[config.mk]
export PLATFORM = sky130hd
export DESIGN_NAME = cubic_bisection_root_finder_flat
export DESIGN_NICKNAME = d
export VERILOG_FILES = /design/src/hdl/cbrf_pkg.sv /design/src/hdl/cbrf_in_if.sv /design/src/hdl/cbrf_out_if.sv /design/src/hdl/cubic_bisection_root_finder.sv /design/src/flat_wrapper.sv
export SDC_FILE = /design/constraint.sdc
export NUM_CORES = 2
export LEC_CHECK = 0
export BUFFER_PORTS_ARGS = -buffer_cell sky130_fd_sc_hd__buf_4
export CORE_MARGIN = 2
export CORE_UTILIZATION = 55
export DETAILED_ROUTE_END_ITERATION = 8
export PLACE_DENSITY = 0.79
export SETUP_SLACK_MARGIN = 0.5
export SYNTH_ARGS = -nofsm -noshare
export SYNTH_HDL_FRONTEND = slang
export SYNTH_SLANG_ARGS = --single-unit
[constraint.sdc]
create_clock -name clk -period 10.9 [get_ports clk]
set_input_delay 0.545 -clock clk [delete_from_list [all_inputs] [get_ports clk]]
set_output_delay 0.545 -clock clk [all_outputs]
set_load 0.02 [all_outputs]
[src/hdl/cbrf_pkg.sv]
package cbrf_pkg;

  localparam int POS_W     = 24;
  localparam int TOL_W     = 21;
  localparam int STATUS_W  = 3;
  localparam int STEPS_W   = 13;
  localparam logic [STEPS_W-1:0] STEPS_MAX = '1;

  localparam int FRAC_BITS_DEF  = 16;
  localparam int MAX_BISECT_DEF = 64;
  localparam int MAX_SCAN_DEF   = 4032;

  localparam int PC_W = 6;

  typedef enum logic [STATUS_W-1:0] {
    ST_ENDPOINT = 3'd0,
    ST_SCAN     = 3'd1,
    ST_BISECT   = 3'd2,
    ST_NONE     = 3'd3,
    ST_LIMIT    = 3'd4
  } status_t;

  typedef enum logic [3:0] {
    OP_NOP,
    OP_LOAD,
    OP_SQ,
    OP_CUBE,
    OP_POLY,
    OP_FA_XB,
    OP_SCAN,
    OP_XB,
    OP_MID,
    OP_UPDATE,
    OP_EMIT
  } op_t;

  typedef enum logic [3:0] {
    C_NEVER,
    C_ALWAYS,
    C_F_ZERO,
    C_SIGN_DIFF,
    C_SCAN_LIM,
    C_B_LE_A,
    C_F_LE_TOL,
    C_BIS_DONE,
    C_BIS_LIM
  } cond_t;

  typedef enum logic [1:0] {
    W_NONE,
    W_IN,
    W_OUT
  } wait_t;

  typedef enum logic [1:0] {
    SRC_ZERO,
    SRC_A,
    SRC_B,
    SRC_X
  } src_t;

  typedef struct packed {
    op_t              op;
    cond_t            cond;
    wait_t            wt;
    src_t             src;
    status_t          status;
    logic [PC_W-1:0]  target;
  } ctrl_t;

  localparam logic [PC_W-1:0] A_IDLE    = 6'd0;
  localparam logic [PC_W-1:0] A_SQ_A    = 6'd1;
  localparam logic [PC_W-1:0] A_CUBE_A  = 6'd2;
  localparam logic [PC_W-1:0] A_POLY_A  = 6'd3;
  localparam logic [PC_W-1:0] A_FA      = 6'd4;
  localparam logic [PC_W-1:0] A_SQ_B    = 6'd5;
  localparam logic [PC_W-1:0] A_CUBE_B  = 6'd6;
  localparam logic [PC_W-1:0] A_POLY_B  = 6'd7;
  localparam logic [PC_W-1:0] A_FB_ZERO = 6'd8;
  localparam logic [PC_W-1:0] A_FB_SIGN = 6'd9;
  localparam logic [PC_W-1:0] A_SCAN    = 6'd10;
  localparam logic [PC_W-1:0] A_SC_STEP = 6'd11;
  localparam logic [PC_W-1:0] A_SC_XB   = 6'd12;
  localparam logic [PC_W-1:0] A_SQ_S    = 6'd13;
  localparam logic [PC_W-1:0] A_CUBE_S  = 6'd14;
  localparam logic [PC_W-1:0] A_POLY_S  = 6'd15;
  localparam logic [PC_W-1:0] A_SC_TOL  = 6'd16;
  localparam logic [PC_W-1:0] A_SC_SIGN = 6'd17;
  localparam logic [PC_W-1:0] A_SC_LOOP = 6'd18;
  localparam logic [PC_W-1:0] A_BIS     = 6'd19;
  localparam logic [PC_W-1:0] A_SQ_M    = 6'd20;
  localparam logic [PC_W-1:0] A_CUBE_M  = 6'd21;
  localparam logic [PC_W-1:0] A_POLY_M  = 6'd22;
  localparam logic [PC_W-1:0] A_BI_DONE = 6'd23;
  localparam logic [PC_W-1:0] A_BI_LIM  = 6'd24;
  localparam logic [PC_W-1:0] A_BI_UPD  = 6'd25;
  localparam logic [PC_W-1:0] A_E_A     = 6'd26;
  localparam logic [PC_W-1:0] A_E_B     = 6'd27;
  localparam logic [PC_W-1:0] A_E_LIMB  = 6'd28;
  localparam logic [PC_W-1:0] A_E_NONE  = 6'd29;
  localparam logic [PC_W-1:0] A_E_SCAN  = 6'd30;
  localparam logic [PC_W-1:0] A_E_BIS   = 6'd31;
  localparam logic [PC_W-1:0] A_E_LIMX  = 6'd32;

  function automatic ctrl_t uop(input op_t o, input cond_t c, input logic [PC_W-1:0] t);
    ctrl_t w;
    w = '{op: o, cond: c, wt: W_NONE, src: SRC_ZERO, status: ST_ENDPOINT, target: t};
    return w;
  endfunction

  function automatic ctrl_t uemit(input src_t s, input status_t st);
    ctrl_t w;
    w = '{op: OP_EMIT, cond: C_ALWAYS, wt: W_OUT, src: s, status: st, target: A_IDLE};
    return w;
  endfunction

  function automatic ctrl_t ucode(input logic [PC_W-1:0] pc);
    ctrl_t w;
    unique case (pc)
      A_IDLE: begin
        w = uop(OP_LOAD, C_NEVER, A_IDLE);
        w.wt = W_IN;
      end
      A_SQ_A:    w = uop(OP_SQ,     C_NEVER,     A_IDLE);
      A_CUBE_A:  w = uop(OP_CUBE,   C_NEVER,     A_IDLE);
      A_POLY_A:  w = uop(OP_POLY,   C_NEVER,     A_IDLE);
      A_FA:      w = uop(OP_FA_XB,  C_F_ZERO,    A_E_A);
      A_SQ_B:    w = uop(OP_SQ,     C_NEVER,     A_IDLE);
      A_CUBE_B:  w = uop(OP_CUBE,   C_NEVER,     A_IDLE);
      A_POLY_B:  w = uop(OP_POLY,   C_NEVER,     A_IDLE);
      A_FB_ZERO: w = uop(OP_NOP,    C_F_ZERO,    A_E_B);
      A_FB_SIGN: w = uop(OP_NOP,    C_SIGN_DIFF, A_BIS);
      A_SCAN:    w = uop(OP_NOP,    C_SCAN_LIM,  A_E_LIMB);
      A_SC_STEP: w = uop(OP_SCAN,   C_NEVER,     A_IDLE);
      A_SC_XB:   w = uop(OP_XB,     C_B_LE_A,    A_E_NONE);
      A_SQ_S:    w = uop(OP_SQ,     C_NEVER,     A_IDLE);
      A_CUBE_S:  w = uop(OP_CUBE,   C_NEVER,     A_IDLE);
      A_POLY_S:  w = uop(OP_POLY,   C_NEVER,     A_IDLE);
      A_SC_TOL:  w = uop(OP_NOP,    C_F_LE_TOL,  A_E_SCAN);
      A_SC_SIGN: w = uop(OP_NOP,    C_SIGN_DIFF, A_BIS);
      A_SC_LOOP: w = uop(OP_NOP,    C_ALWAYS,    A_SCAN);
      A_BIS:     w = uop(OP_MID,    C_NEVER,     A_IDLE);
      A_SQ_M:    w = uop(OP_SQ,     C_NEVER,     A_IDLE);
      A_CUBE_M:  w = uop(OP_CUBE,   C_NEVER,     A_IDLE);
      A_POLY_M:  w = uop(OP_POLY,   C_NEVER,     A_IDLE);
      A_BI_DONE: w = uop(OP_NOP,    C_BIS_DONE,  A_E_BIS);
      A_BI_LIM:  w = uop(OP_NOP,    C_BIS_LIM,   A_E_LIMX);
      A_BI_UPD:  w = uop(OP_UPDATE, C_ALWAYS,    A_BIS);
      A_E_A:     w = uemit(SRC_A,    ST_ENDPOINT);
      A_E_B:     w = uemit(SRC_B,    ST_ENDPOINT);
      A_E_LIMB:  w = uemit(SRC_B,    ST_LIMIT);
      A_E_NONE:  w = uemit(SRC_ZERO, ST_NONE);
      A_E_SCAN:  w = uemit(SRC_B,    ST_SCAN);
      A_E_BIS:   w = uemit(SRC_X,    ST_BISECT);
      A_E_LIMX:  w = uemit(SRC_X,    ST_LIMIT);
      default:   w = uop(OP_NOP,    C_ALWAYS,    A_IDLE);
    endcase
    return w;
  endfunction

endpackage

[src/hdl/cbrf_in_if.sv]
interface cbrf_in_if import cbrf_pkg::*; ();
  logic                    valid;
  logic                    ready;
  logic signed [POS_W-1:0] left_end;
  logic signed [POS_W-1:0] right_end;
  logic [TOL_W-1:0]        tolerance;

  modport source (output valid, left_end, right_end, tolerance, input ready);
  modport sink (input valid, left_end, right_end, tolerance, output ready);
endinterface

[src/hdl/cbrf_out_if.sv]
interface cbrf_out_if import cbrf_pkg::*; ();
  logic                    valid;
  logic                    ready;
  logic signed [POS_W-1:0] root;
  logic [STATUS_W-1:0]     status;
  logic [STEPS_W-1:0]      steps_used;

  modport source (output valid, root, status, steps_used, input ready);
  modport sink (input valid, root, status, steps_used, output ready);
endinterface

[src/hdl/cubic_bisection_root_finder.sv]
// Root finder for f(x) = x^3 - 9x + 3 in signed fixed point (FRAC_BITS fraction bits).
// in_ch carries an interval [left_end, right_end] and a tolerance; out_ch returns one
// result per item: root, status and steps_used. Both channels use valid/ready and a
// transfer happens when both are high at a rising edge of clk.
// A microcode ROM steps a single datapath; each cubic is evaluated in square, cube
// and polynomial steps, with square and cube on one shared multiplier. The result
// register is loaded in an emit step after the last test, and the next input
// transfer can follow once the sequencer is back in idle.
// One item is worked on at a time. in_ch.ready is high while the sequencer is idle,
// which includes the time a finished result waits in the output register.
// If out_ch stalls, the next result holds in its emit step until the register frees.
// Reset (rst_n low, synchronous) returns the sequencer to idle and drops out_ch.valid;
// no state is kept between items.
module cubic_bisection_root_finder import cbrf_pkg::*; #(
  parameter int FRAC_BITS  = FRAC_BITS_DEF,
  parameter int MAX_BISECT = MAX_BISECT_DEF,
  parameter int MAX_SCAN   = MAX_SCAN_DEF
) (
  input logic       clk,
  input logic       rst_n,
  cbrf_in_if.sink   in_ch,
  cbrf_out_if.source out_ch
);

  localparam int XW      = POS_W;
  localparam int BW      = XW + 4;
  localparam int SQ_W    = 2 * XW - FRAC_BITS;
  localparam int PROD_W  = SQ_W + XW;
  localparam int CU_W    = PROD_W - FRAC_BITS;
  localparam int F_BASE  = (CU_W > XW + 4) ? CU_W : XW + 4;
  localparam int F_W     = F_BASE + 2;
  localparam int STEP_W  = $clog2(MAX_SCAN + MAX_BISECT + 1);
  localparam int N_W     = $clog2(MAX_BISECT + 1);
  localparam int SAT_W   = (STEP_W > STEPS_W) ? STEP_W : STEPS_W;
  localparam logic signed [F_W-1:0] THREE_Q = F_W'(3) <<< FRAC_BITS;

  logic [PC_W-1:0]          pc_r, pc_nxt;
  logic signed [BW-1:0]     a_r, b_r;
  logic signed [XW-1:0]     x_r;
  logic signed [F_W-1:0]    fa_r, f_r;
  logic signed [PROD_W-1:0] p_r;
  logic [TOL_W-1:0]         tol_r;
  logic [STEP_W-1:0]        steps_r;
  logic [N_W-1:0]           n_r;
  logic                     out_valid_r, out_valid_nxt;
  logic signed [XW-1:0]     root_r;
  logic [STATUS_W-1:0]      status_r;
  logic [STEPS_W-1:0]       steps_used_r;

  ctrl_t                    cw;
  logic                     in_acc, out_free, hold, cond_true;

  logic signed [SQ_W-1:0]   mul_a;
  logic signed [PROD_W-1:0] p_shift, mul_p;
  logic signed [SQ_W-1:0]   sq_v;
  logic signed [CU_W-1:0]   cu_v;
  logic signed [F_W-1:0]    x_ext, nine_x, f_new;
  logic [F_W-1:0]           f_mag;
  logic [TOL_W+3:0]         ten_tol;
  logic signed [BW-1:0]     b_scan;
  logic signed [BW:0]       ab_sum, ab_half, ab_diff;
  logic [BW:0]              diff_mag;
  logic                     f_zero, sign_diff, f_le_tol, w_le_tol;
  logic [SAT_W-1:0]         steps_ext;
  logic [STEPS_W-1:0]       steps_sat;
  logic signed [XW-1:0]     root_sel;

  assign cw       = ucode(pc_r);
  assign in_acc   = in_ch.valid && in_ch.ready;
  assign out_free = !out_valid_r || out_ch.ready;

  assign in_ch.ready       = (pc_r == A_IDLE);
  assign out_ch.valid      = out_valid_r;
  assign out_ch.root       = root_r;
  assign out_ch.status     = status_r;
  assign out_ch.steps_used = steps_used_r;

  // cubic datapath
  assign p_shift = p_r >>> FRAC_BITS;
  assign sq_v    = $signed(p_shift[SQ_W-1:0]);
  assign mul_a   = (cw.op == OP_CUBE) ? sq_v : SQ_W'(x_r);
  assign mul_p   = mul_a * x_r;
  assign cu_v    = $signed(p_shift[CU_W-1:0]);
  assign x_ext   = F_W'(x_r);
  assign nine_x  = (x_ext <<< 3) + x_ext;
  assign f_new   = F_W'(cu_v) - nine_x + THREE_Q;

  // interval datapath
  assign ten_tol  = ((TOL_W + 4)'(tol_r) << 3) + ((TOL_W + 4)'(tol_r) << 1);
  assign b_scan   = b_r - $signed(BW'(ten_tol));
  assign ab_sum   = (BW + 1)'(a_r) + (BW + 1)'(b_r);
  assign ab_half  = ab_sum >>> 1;
  assign ab_diff  = (BW + 1)'(b_r) - (BW + 1)'(a_r);
  assign diff_mag = ab_diff[BW] ? -ab_diff : ab_diff;
  assign f_mag    = f_r[F_W-1] ? -f_r : f_r;

  assign f_zero    = (f_r == '0);
  assign sign_diff = fa_r[F_W-1] ^ f_r[F_W-1];
  assign f_le_tol  = (f_mag <= F_W'(tol_r));
  assign w_le_tol  = (diff_mag <= (BW + 1)'(tol_r));

  assign steps_ext = SAT_W'(steps_r);
  assign steps_sat = (steps_ext > SAT_W'(STEPS_MAX)) ? STEPS_MAX : steps_ext[STEPS_W-1:0];

  always_comb begin
    unique case (cw.src)
      SRC_ZERO: root_sel = '0;
      SRC_A:    root_sel = a_r[XW-1:0];
      SRC_B:    root_sel = b_r[XW-1:0];
      SRC_X:    root_sel = x_r;
    endcase
  end

  always_comb begin
    unique case (cw.wt)
      W_IN:    hold = !in_acc;
      W_OUT:   hold = !out_free;
      default: hold = 1'b0;
    endcase
  end

  always_comb begin
    unique case (cw.cond)
      C_ALWAYS:    cond_true = 1'b1;
      C_F_ZERO:    cond_true = f_zero;
      C_SIGN_DIFF: cond_true = sign_diff;
      C_SCAN_LIM:  cond_true = (steps_r >= STEP_W'(MAX_SCAN));
      C_B_LE_A:    cond_true = (b_r <= a_r);
      C_F_LE_TOL:  cond_true = f_le_tol;
      C_BIS_DONE:  cond_true = f_zero || (f_le_tol && w_le_tol);
      C_BIS_LIM:   cond_true = (n_r >= N_W'(MAX_BISECT));
      default:     cond_true = 1'b0;
    endcase
  end

  always_comb begin
    priority if (hold) begin
      pc_nxt = pc_r;
    end else if (cond_true) begin
      pc_nxt = cw.target;
    end else begin
      pc_nxt = pc_r + PC_W'(1);
    end
  end

  always_comb begin
    priority if (!hold && cw.op == OP_EMIT) begin
      out_valid_nxt = 1'b1;
    end else if (out_ch.ready) begin
      out_valid_nxt = 1'b0;
    end else begin
      out_valid_nxt = out_valid_r;
    end
  end

  always_ff @(posedge clk) begin
    if (!rst_n) begin
      pc_r        <= A_IDLE;
      out_valid_r <= 1'b0;
    end else begin
      pc_r        <= pc_nxt;
      out_valid_r <= out_valid_nxt;
    end
  end

  always_ff @(posedge clk) begin
    if (!hold) begin
      unique case (cw.op)
        OP_NOP: ;
        OP_LOAD: begin
          a_r     <= BW'(in_ch.left_end);
          b_r     <= BW'(in_ch.right_end);
          x_r     <= in_ch.left_end;
          tol_r   <= in_ch.tolerance;
          steps_r <= '0;
          n_r     <= '0;
        end
        OP_SQ:   p_r <= mul_p;
        OP_CUBE: p_r <= mul_p;
        OP_POLY: f_r <= f_new;
        OP_FA_XB: begin
          fa_r <= f_r;
          x_r  <= b_r[XW-1:0];
        end
        OP_SCAN: begin
          b_r     <= b_scan;
          steps_r <= steps_r + STEP_W'(1);
        end
        OP_XB:  x_r <= b_r[XW-1:0];
        OP_MID: x_r <= ab_half[XW-1:0];
        OP_UPDATE: begin
          if (sign_diff) begin
            b_r <= BW'(x_r);
          end else begin
            a_r  <= BW'(x_r);
            fa_r <= f_r;
          end
          steps_r <= steps_r + STEP_W'(1);
          n_r     <= n_r + N_W'(1);
        end
        OP_EMIT: begin
          root_r       <= root_sel;
          status_r     <= cw.status;
          steps_used_r <= steps_sat;
        end
        default: ;
      endcase
    end
  end

  a_steps_bound: assert property (@(posedge clk) disable iff (!rst_n)
    pc_r != A_IDLE |-> steps_r <= STEP_W'(MAX_SCAN + MAX_BISECT))
    else $error("step count beyond scan and bisection limits");

  a_iter_bound: assert property (@(posedge clk) disable iff (!rst_n)
    pc_r != A_IDLE |-> n_r <= N_W'(MAX_BISECT))
    else $error("bisection count beyond limit");

  a_start: assert property (@(posedge clk) disable iff (!rst_n)
    in_acc |=> pc_r == A_SQ_A)
    else $error("sequencer did not start after input transfer");

  a_emit_src: assert property (@(posedge clk) disable iff (!rst_n)
    $rose(out_valid_r) |-> $past(cw.op == OP_EMIT))
    else $error("result raised outside an emit step");

  a_endpoint_steps: assert property (@(posedge clk) disable iff (!rst_n)
    out_valid_r && status_r == ST_ENDPOINT |-> steps_used_r == '0)
    else $error("endpoint root reported with nonzero steps");

endmodule
[src/flat_wrapper.sv]
// flat-port wrapper written by rule: the top's interface ports become plain ports
module cubic_bisection_root_finder_flat import cbrf_pkg::*;
#(
  parameter int FRAC_BITS  = FRAC_BITS_DEF,
  parameter int MAX_BISECT = MAX_BISECT_DEF,
  parameter int MAX_SCAN   = MAX_SCAN_DEF
)
  (clk, rst_n, in_ch_valid, in_ch_left_end, in_ch_right_end, in_ch_tolerance, in_ch_ready, out_ch_valid, out_ch_root, out_ch_status, out_ch_steps_used, out_ch_ready);
  cbrf_in_if in_ch_i ();
  cbrf_out_if out_ch_i ();
  input logic clk;
  input logic rst_n;
  input wire logic [$bits(in_ch_i.valid)-1:0] in_ch_valid;
  input wire logic [$bits(in_ch_i.left_end)-1:0] in_ch_left_end;
  input wire logic [$bits(in_ch_i.right_end)-1:0] in_ch_right_end;
  input wire logic [$bits(in_ch_i.tolerance)-1:0] in_ch_tolerance;
  output wire logic [$bits(in_ch_i.ready)-1:0] in_ch_ready;
  output wire logic [$bits(out_ch_i.valid)-1:0] out_ch_valid;
  output wire logic [$bits(out_ch_i.root)-1:0] out_ch_root;
  output wire logic [$bits(out_ch_i.status)-1:0] out_ch_status;
  output wire logic [$bits(out_ch_i.steps_used)-1:0] out_ch_steps_used;
  input wire logic [$bits(out_ch_i.ready)-1:0] out_ch_ready;
  assign in_ch_i.valid = in_ch_valid;
  assign in_ch_i.left_end = in_ch_left_end;
  assign in_ch_i.right_end = in_ch_right_end;
  assign in_ch_i.tolerance = in_ch_tolerance;
  assign in_ch_ready = in_ch_i.ready;
  assign out_ch_valid = out_ch_i.valid;
  assign out_ch_root = out_ch_i.root;
  assign out_ch_status = out_ch_i.status;
  assign out_ch_steps_used = out_ch_i.steps_used;
  assign out_ch_i.ready = out_ch_ready;
  cubic_bisection_root_finder #(.FRAC_BITS(FRAC_BITS), .MAX_BISECT(MAX_BISECT), .MAX_SCAN(MAX_SCAN)) u_core (.clk(clk), .rst_n(rst_n), .in_ch(in_ch_i), .out_ch(out_ch_i));
endmodule
# Word-level counts from Yosys, hierarchy flattened
# Memory sizes are Yosys's and may differ from the RTL's. A register that Yosys moved wholly into a read port is not among the register bits.
# Cells that the tools add are included.
# word_totals
rom_bits	1344
n_memories	1
inputBits	73
reg_bits	308
output_inout_bits	42
# classes
reduce_logical	31
multipliers	1
addsub	12
bitwise	2
eq_ne	25
n_mux	20
magnitude_cmp	6
# mem_list
name	depth	width	rd	rd_ports_with_merged_regs	wr	line	text
(no name shown)	64	21	1	1	0	cbrf_pkg.sv:119	unique case (pc)
# op_table
op	count
$pmux W24 S4	1
$mux W42	2
$pmux W28 S3	1
$pmux W42 S2	1
$pmux W24 S3	1
$mul A32 B24 Y56	1
$mux W28	2
$pmux W28 S2	1
$add A42 B19 Y42 const B	1
$le A42 B21 Y1	1
$logic_not A42 Y1	1
$neg A42 Y42	1
$sub A40 B28 Y41	1
$eq A4 B3 Y1 const B	8
$mux W32	1
$le A29 B21 Y1	1
$mux W29	1
$neg A29 Y29	1
$sub A28 B28 Y29	1
$add A27 B24 Y28	1
$le A28 B28 Y1	1
$sub A28 B26 Y28	1
$pmux W13 S2	1
$add A24 B22 Y25	1
other kinds (31)	64

# Longest topological paths before layout
# logic_depth
depth_word	10
depth_mapped	37
ltp_nobuf	33

# Worst setup path before layout
# Ideal clock, no wire load.
# synth_timing
path_kind	flip-flop to flip-flop
start	register, netlist name u_core.cw[20]
end	register u_core.p_r[49], data pin
setup_ns	0.259
slack_ns	2.183
t_arrival_ns	8.459
path_stages_with_launch	36
synth_period_minus_slack_ns	8.717
path_cell_list	dfxtp_1 > clkbuf_1 > nor4bb_1 > clkbuf_1 > clkbuf_1 > buf_1 > nand2_1 > o21ai_1 > clkbuf_1 > nand2_1 > fa_1 > fa_1 > inv_1 > fa_1 > fa_1 > fa_1 > inv_1 > fa_1 > inv_1 > fa_1 > ha_1 > o21a_1 > nor2_1 > nor2b_1 > o21ai_0 > o22ai_1 > a211oi_1 > nor2_1 > a31oi_1 > a211o_1 > a211o_1 > a31o_2 > nor2b_1 > o21a_1 > nor2_1 > xnor2_1
# synth_via
elab_chain_len	3
# synth_rtl
item	line	text
$eq A4 B2 Y1	cubic_bisection_root_finder.sv:81	assign mul_a = (cw.op == OP_CUBE) ? sq_v : SQ_W'(x_r);
$mux W32	cubic_bisection_root_finder.sv:81	
$mul A32 B24 Y56	cubic_bisection_root_finder.sv:82	assign mul_p = mul_a * x_r;
via u_core.mul_p[49]	cubic_bisection_root_finder.sv:54	logic signed [PROD_W-1:0] p_shift, mul_p;
end signal, assigned	cubic_bisection_root_finder.sv:178	OP_SQ: p_r <= mul_p;
end signal, assigned	cubic_bisection_root_finder.sv:179	OP_CUBE: p_r <= mul_p;
end, declared	cubic_bisection_root_finder.sv:41	logic signed [PROD_W-1:0] p_r;
# The timed path passes the listed nets, and every way through them passes these cells.
# A chain may end at the register's enable or synchronous reset.

# Final worst setup path
# layout_timing
start	register, netlist name u_core.cw[17]
end	register u_core.p_r[54], data pin
# layout_via
elab_chain_len	3
# layout_rtl
item	line
$eq A4 B2 Y1	cubic_bisection_root_finder.sv:81
$mux W32	cubic_bisection_root_finder.sv:81
$mul A32 B24 Y56	cubic_bisection_root_finder.sv:82
via u_core.mul_p[54]	cubic_bisection_root_finder.sv:54
# The timed path passes the listed nets, and every way through them passes these cells.

==> impl_metrics.toml <==
[status]
status = "complete, no violations"

[route]
totalWireLength_um = 144000
wl_per_cell_um = 22.5
routed_via_density = 6.05
drtIter0Drc = 3544
drt_pre_antenna_iters = 8
ant_nets = 0
vias = 38600
drcViolationCount = 0

[clock_network]
postCtsHoldBufs = 0
clkSinkCount = 266
numCtsBuffers = 31
cts.path.max_buffers = 3
clock_latency_ns = 0.64
post-cts-setup-buffers = 0
cts_tree = "built"
ctsRootBufferMaster = "clkbuf_16"
clk_transition_reported_paths_ns = 0.07
cts_max_level = 1

[floorplanning]
num_rows = 107
io_pins = 115
die_h_um = 297
core_area_um2 = 85100
initial_utilization = 0.554
fp.dieArea_um2 = 88200
dieWidth_um = 297

[worst_setup_path]
cp-start-kind = "register"
r2r-start = "u_core.cw[17]$_SDFF_PP0_"
regToRegSetupSlack_ns = 0.89
worstSetupEndpointType = "register"
arrival_ns = 10.36
required_ns = 11.25
path_buf_inv = 7
slowest_delay_ns = 0.64
cpMostUsedCell = "fa_1"
cp_top_family = "adder cells"
slowest_stage = "nor4bb_4"
path_max_fanout = 45
rr_worst_depth = 33
timing.rr.end = "u_core.p_r[54]$_DFFE_PP_"
critPathKind = "reg -> reg"

[sta]
rsz0062_at_grt = "true"
max_freq_mhz = 99.9
fin_skew_ns = 0.0383
tightest_slew_ns = 1.21
min_period_over_period = 0.918
slew_headroom = 0.186
fin_crit_ns = 10.01
finalHoldViolCount = 0
finalSetupTns_ns = 0
final-max-slew-violation-count = 0
setup_viol = 0

[synthesis]
postSynthAreaPerCell_um2 = 9.09
synth_area_um2 = 47200
synth-seq-cells = 266
synth_edf_count = 240
muxShareOfSynthArea = 0.00278
ys_types = 108
synthSimpleGateAreaFrac = 0.145
synth_adder_area_share = 0.434
synth-async-reset-ratio = 0
synth-seq-area-share = 0.164
yosysWarnings = 0
syn-num-nets = 6418
synth_compound_area_frac = 0.118
ys.flop_type = "edfxtp_1"
synth_xor_area_frac = 0.0442
synthesis.instances = 5194
synth_top_family_by_area = "adder cells"

[global_route]
track_usage = 0.329
antenna_found_initial = 4
grt_max_degree = 55
grt.overflow.total = 0
grt_pass1_vias = 39600
grt_pass1_wl_um = 226000

[worst_hold_path]
whs_endpoint = "u_core.tol_r[11]$_DFFE_PP_"
hold_class = "in -> reg"
hold_start = "in_ch_tolerance[11]"
whs_path_depth = 1

[placed_design]
port_buffers = 114
hpwl_um = 114000
gp_congestion = 0.970

[cells_and_area]
drive_gt1_frac = 0.0658
syn_to_final_growth_pct = 6.87
finalNetCount = 6430
fillers = 7295

[flow_run]
cap_violations = 0
==> per-layer routing <==
layer / wire, um / track usage / up-vias
met1: 53100 / 0.421 / 19000
met4: 8640 / 0.156 / 4
met2: 65400 / 0.526 / 2245
met5: 33 / 0 / -
met3: 16400 / 0.0846 / 532
li1: - / - / 16800
==> how the worst max path moves through the flow <==
stage,startpoint,endpoint,depth (start not counted)
2_1_floorplan,u_core.cw[20]$_DFF_P_,u_core.p_r[49]$_DFFE_PP_,35
3_3_place_gp,u_core.cw[17]$_SDFF_PP0_,u_core.p_r[54]$_DFFE_PP_,32
4_1_cts,u_core.cw[17]$_SDFF_PP0_,u_core.p_r[54]$_DFFE_PP_,32
3_5_place_dp,u_core.cw[17]$_SDFF_PP0_,u_core.p_r[54]$_DFFE_PP_,32
6_report,u_core.cw[17]$_SDFF_PP0_,u_core.p_r[54]$_DFFE_PP_,33
5_1_grt,u_core.cw[17]$_SDFF_PP0_,u_core.p_r[54]$_DFFE_PP_,33
==> final cells by class <==
cell class                      instances  area, um2  share of cell area
Multi-Input combinational cell       3778      35200               0.698
Sequential cell                       266       7730               0.153
Inverter                              919       3450              0.0685
Timing Repair Buffer                  210       1590              0.0316
Tap cell                             1144       1430              0.0284
Clock buffer                           33        783              0.0155
Clock inverter                         25        251             0.00499
Antenna cell                            2       5.00           0.0000992
==> cell usage after synthesis (9+ instances only) <==
master,number,share of area
inv_1,904,0.072
fa_1,810,0.34
nand2_1,718,0.057
ha_1,341,0.090
nor2_1,340,0.027
edfxtp_1,240,0.15
a21oi_1,208,0.022
clkbuf_1,207,0.016
o21ai_0,203,0.022
xnor2_1,172,0.032
nor3_1,74,0.0078
nand3_1,67,0.0071
xor2_1,66,0.012
a21o_1,61,0.0097
and2_1,55,0.0073
a22oi_1,43,0.0068
nand2b_1,38,0.0050
or3_1,35,0.0046
nor2b_1,33,0.0044
o21a_1,33,0.0052
nand4_1,32,0.0042
and3_1,30,0.0040
a22o_1,29,0.0054
a31oi_1,29,0.0038
a211oi_1,27,0.0043
o21ai_1,27,0.0029
o21bai_1,27,0.0043
dfxtp_1,26,0.011
nor4_1,22,0.0029
o211ai_1,19,0.0030
o31ai_1,18,0.0029
or2_2,16,0.0021
a211o_1,11,0.0020
buf_2,10,0.0011
o22ai_1,10,0.0013
buf_1,9,0.00072
clkinv_1,9,0.00072
nand3b_1,9,0.0014
==> state kept, by name, indices dropped and copies added (netlist names), 7 cells and up <==
name / count
u_core.b_r: 28
u_core.out_ch.root: 24
u_core.tol_r: 21
u_core.f_r: 42
u_core.x_r: 24
u_core.n_r: 7
u_core.steps_ext: 13
u_core.cw: 19
u_core.p_r: 40
u_core.a_r: 24
u_core.out_ch.steps_used: 13
==> cells in the final DEF (no fill, tap or decap), types with 27 or more instances in the layout <==
| master | synthesis | routed |
|---|---|---|
| nor3_1 | 74 | 73 |
| o21ai_0 | 203 | 196 |
| a211oi_1 | 27 | 27 |
| xor2_1 | 66 | 66 |
| nand3_1 | 67 | 67 |
| or3_1 | 35 | 35 |
| nor2_1 | 340 | 335 |
| o21ai_1 | 27 | 32 |
| and2_1 | 55 | 55 |
| edfxtp_1 | 240 | 240 |
| nand2b_1 | 38 | 38 |
| inv_1 | 904 | 904 |
| ha_1 | 341 | 341 |
| nand2_1 | 718 | 717 |
| a21oi_1 | 208 | 208 |
| a31oi_1 | 29 | 29 |
| nand4_1 | 32 | 32 |
| a22oi_1 | 43 | 43 |
| xnor2_1 | 172 | 172 |
| nor2b_1 | 33 | 32 |
| a22o_1 | 29 | 29 |
| fa_1 | 810 | 810 |
| o21bai_1 | 27 | 27 |
| a21o_1 | 61 | 61 |
| and3_1 | 30 | 30 |
| o21a_1 | 33 | 33 |
| clkbuf_16 | 0 | 31 |
| buf_4 | 1 | 208 |
==> worst reg2reg max path: cells and delay by family, from the launching register on <==
family / cells / cell delay, ns
AO/OA/AOI/OAI: 10 / 2.91
XOR/XNOR: 1 / 0.08
adder cells (fa/ha/maj): 8 / 3.82
buffers and inverters: 7 / 0.96
flip-flops: 1 / 0.46
AND/OR/NAND/NOR: 7 / 1.51
==> through the flow <==
stage	worst slack (ns)	hold slack [ns]	cell area, um2	std cells	utilization
global route	0.483	0.0702	50400	6375	0.592
CTS	0.672	0.0619	50400	6374	0.592
floorplan	2.18	0.386	47200	5194	-
finish	0.891	0.0774	50400	6377	0.592
detailed placement	0.440	0.416	49400	6316	0.580
global placement	0.656	0.414	49400	6316	0.580
==> cell families (layout without fill, tap and decap cells) <==
kind of cell / count (synthesis) / after routing
muxes: 12 / 12
xor gates and xnor gates: 238 / 238
AOI/OAI and AO/OA: 857 / 857
adders and majority gates: 1151 / 1151
and+or+nand+nor: 1520 / 1520
DFF: 266 / 266
other: 0 / 2
buffers and inverters: 1150 / 1187
==> repair_timing <==
item | in CTS | in global routing
setup endpoints to repair | 2 | 3
gates resized for setup | 1 | 3
endpoints found under the hold margin | 0 | 0
Power is not shown: default switching activity piles up to over one toggle a cycle in this logic, so the estimate is an artifact.
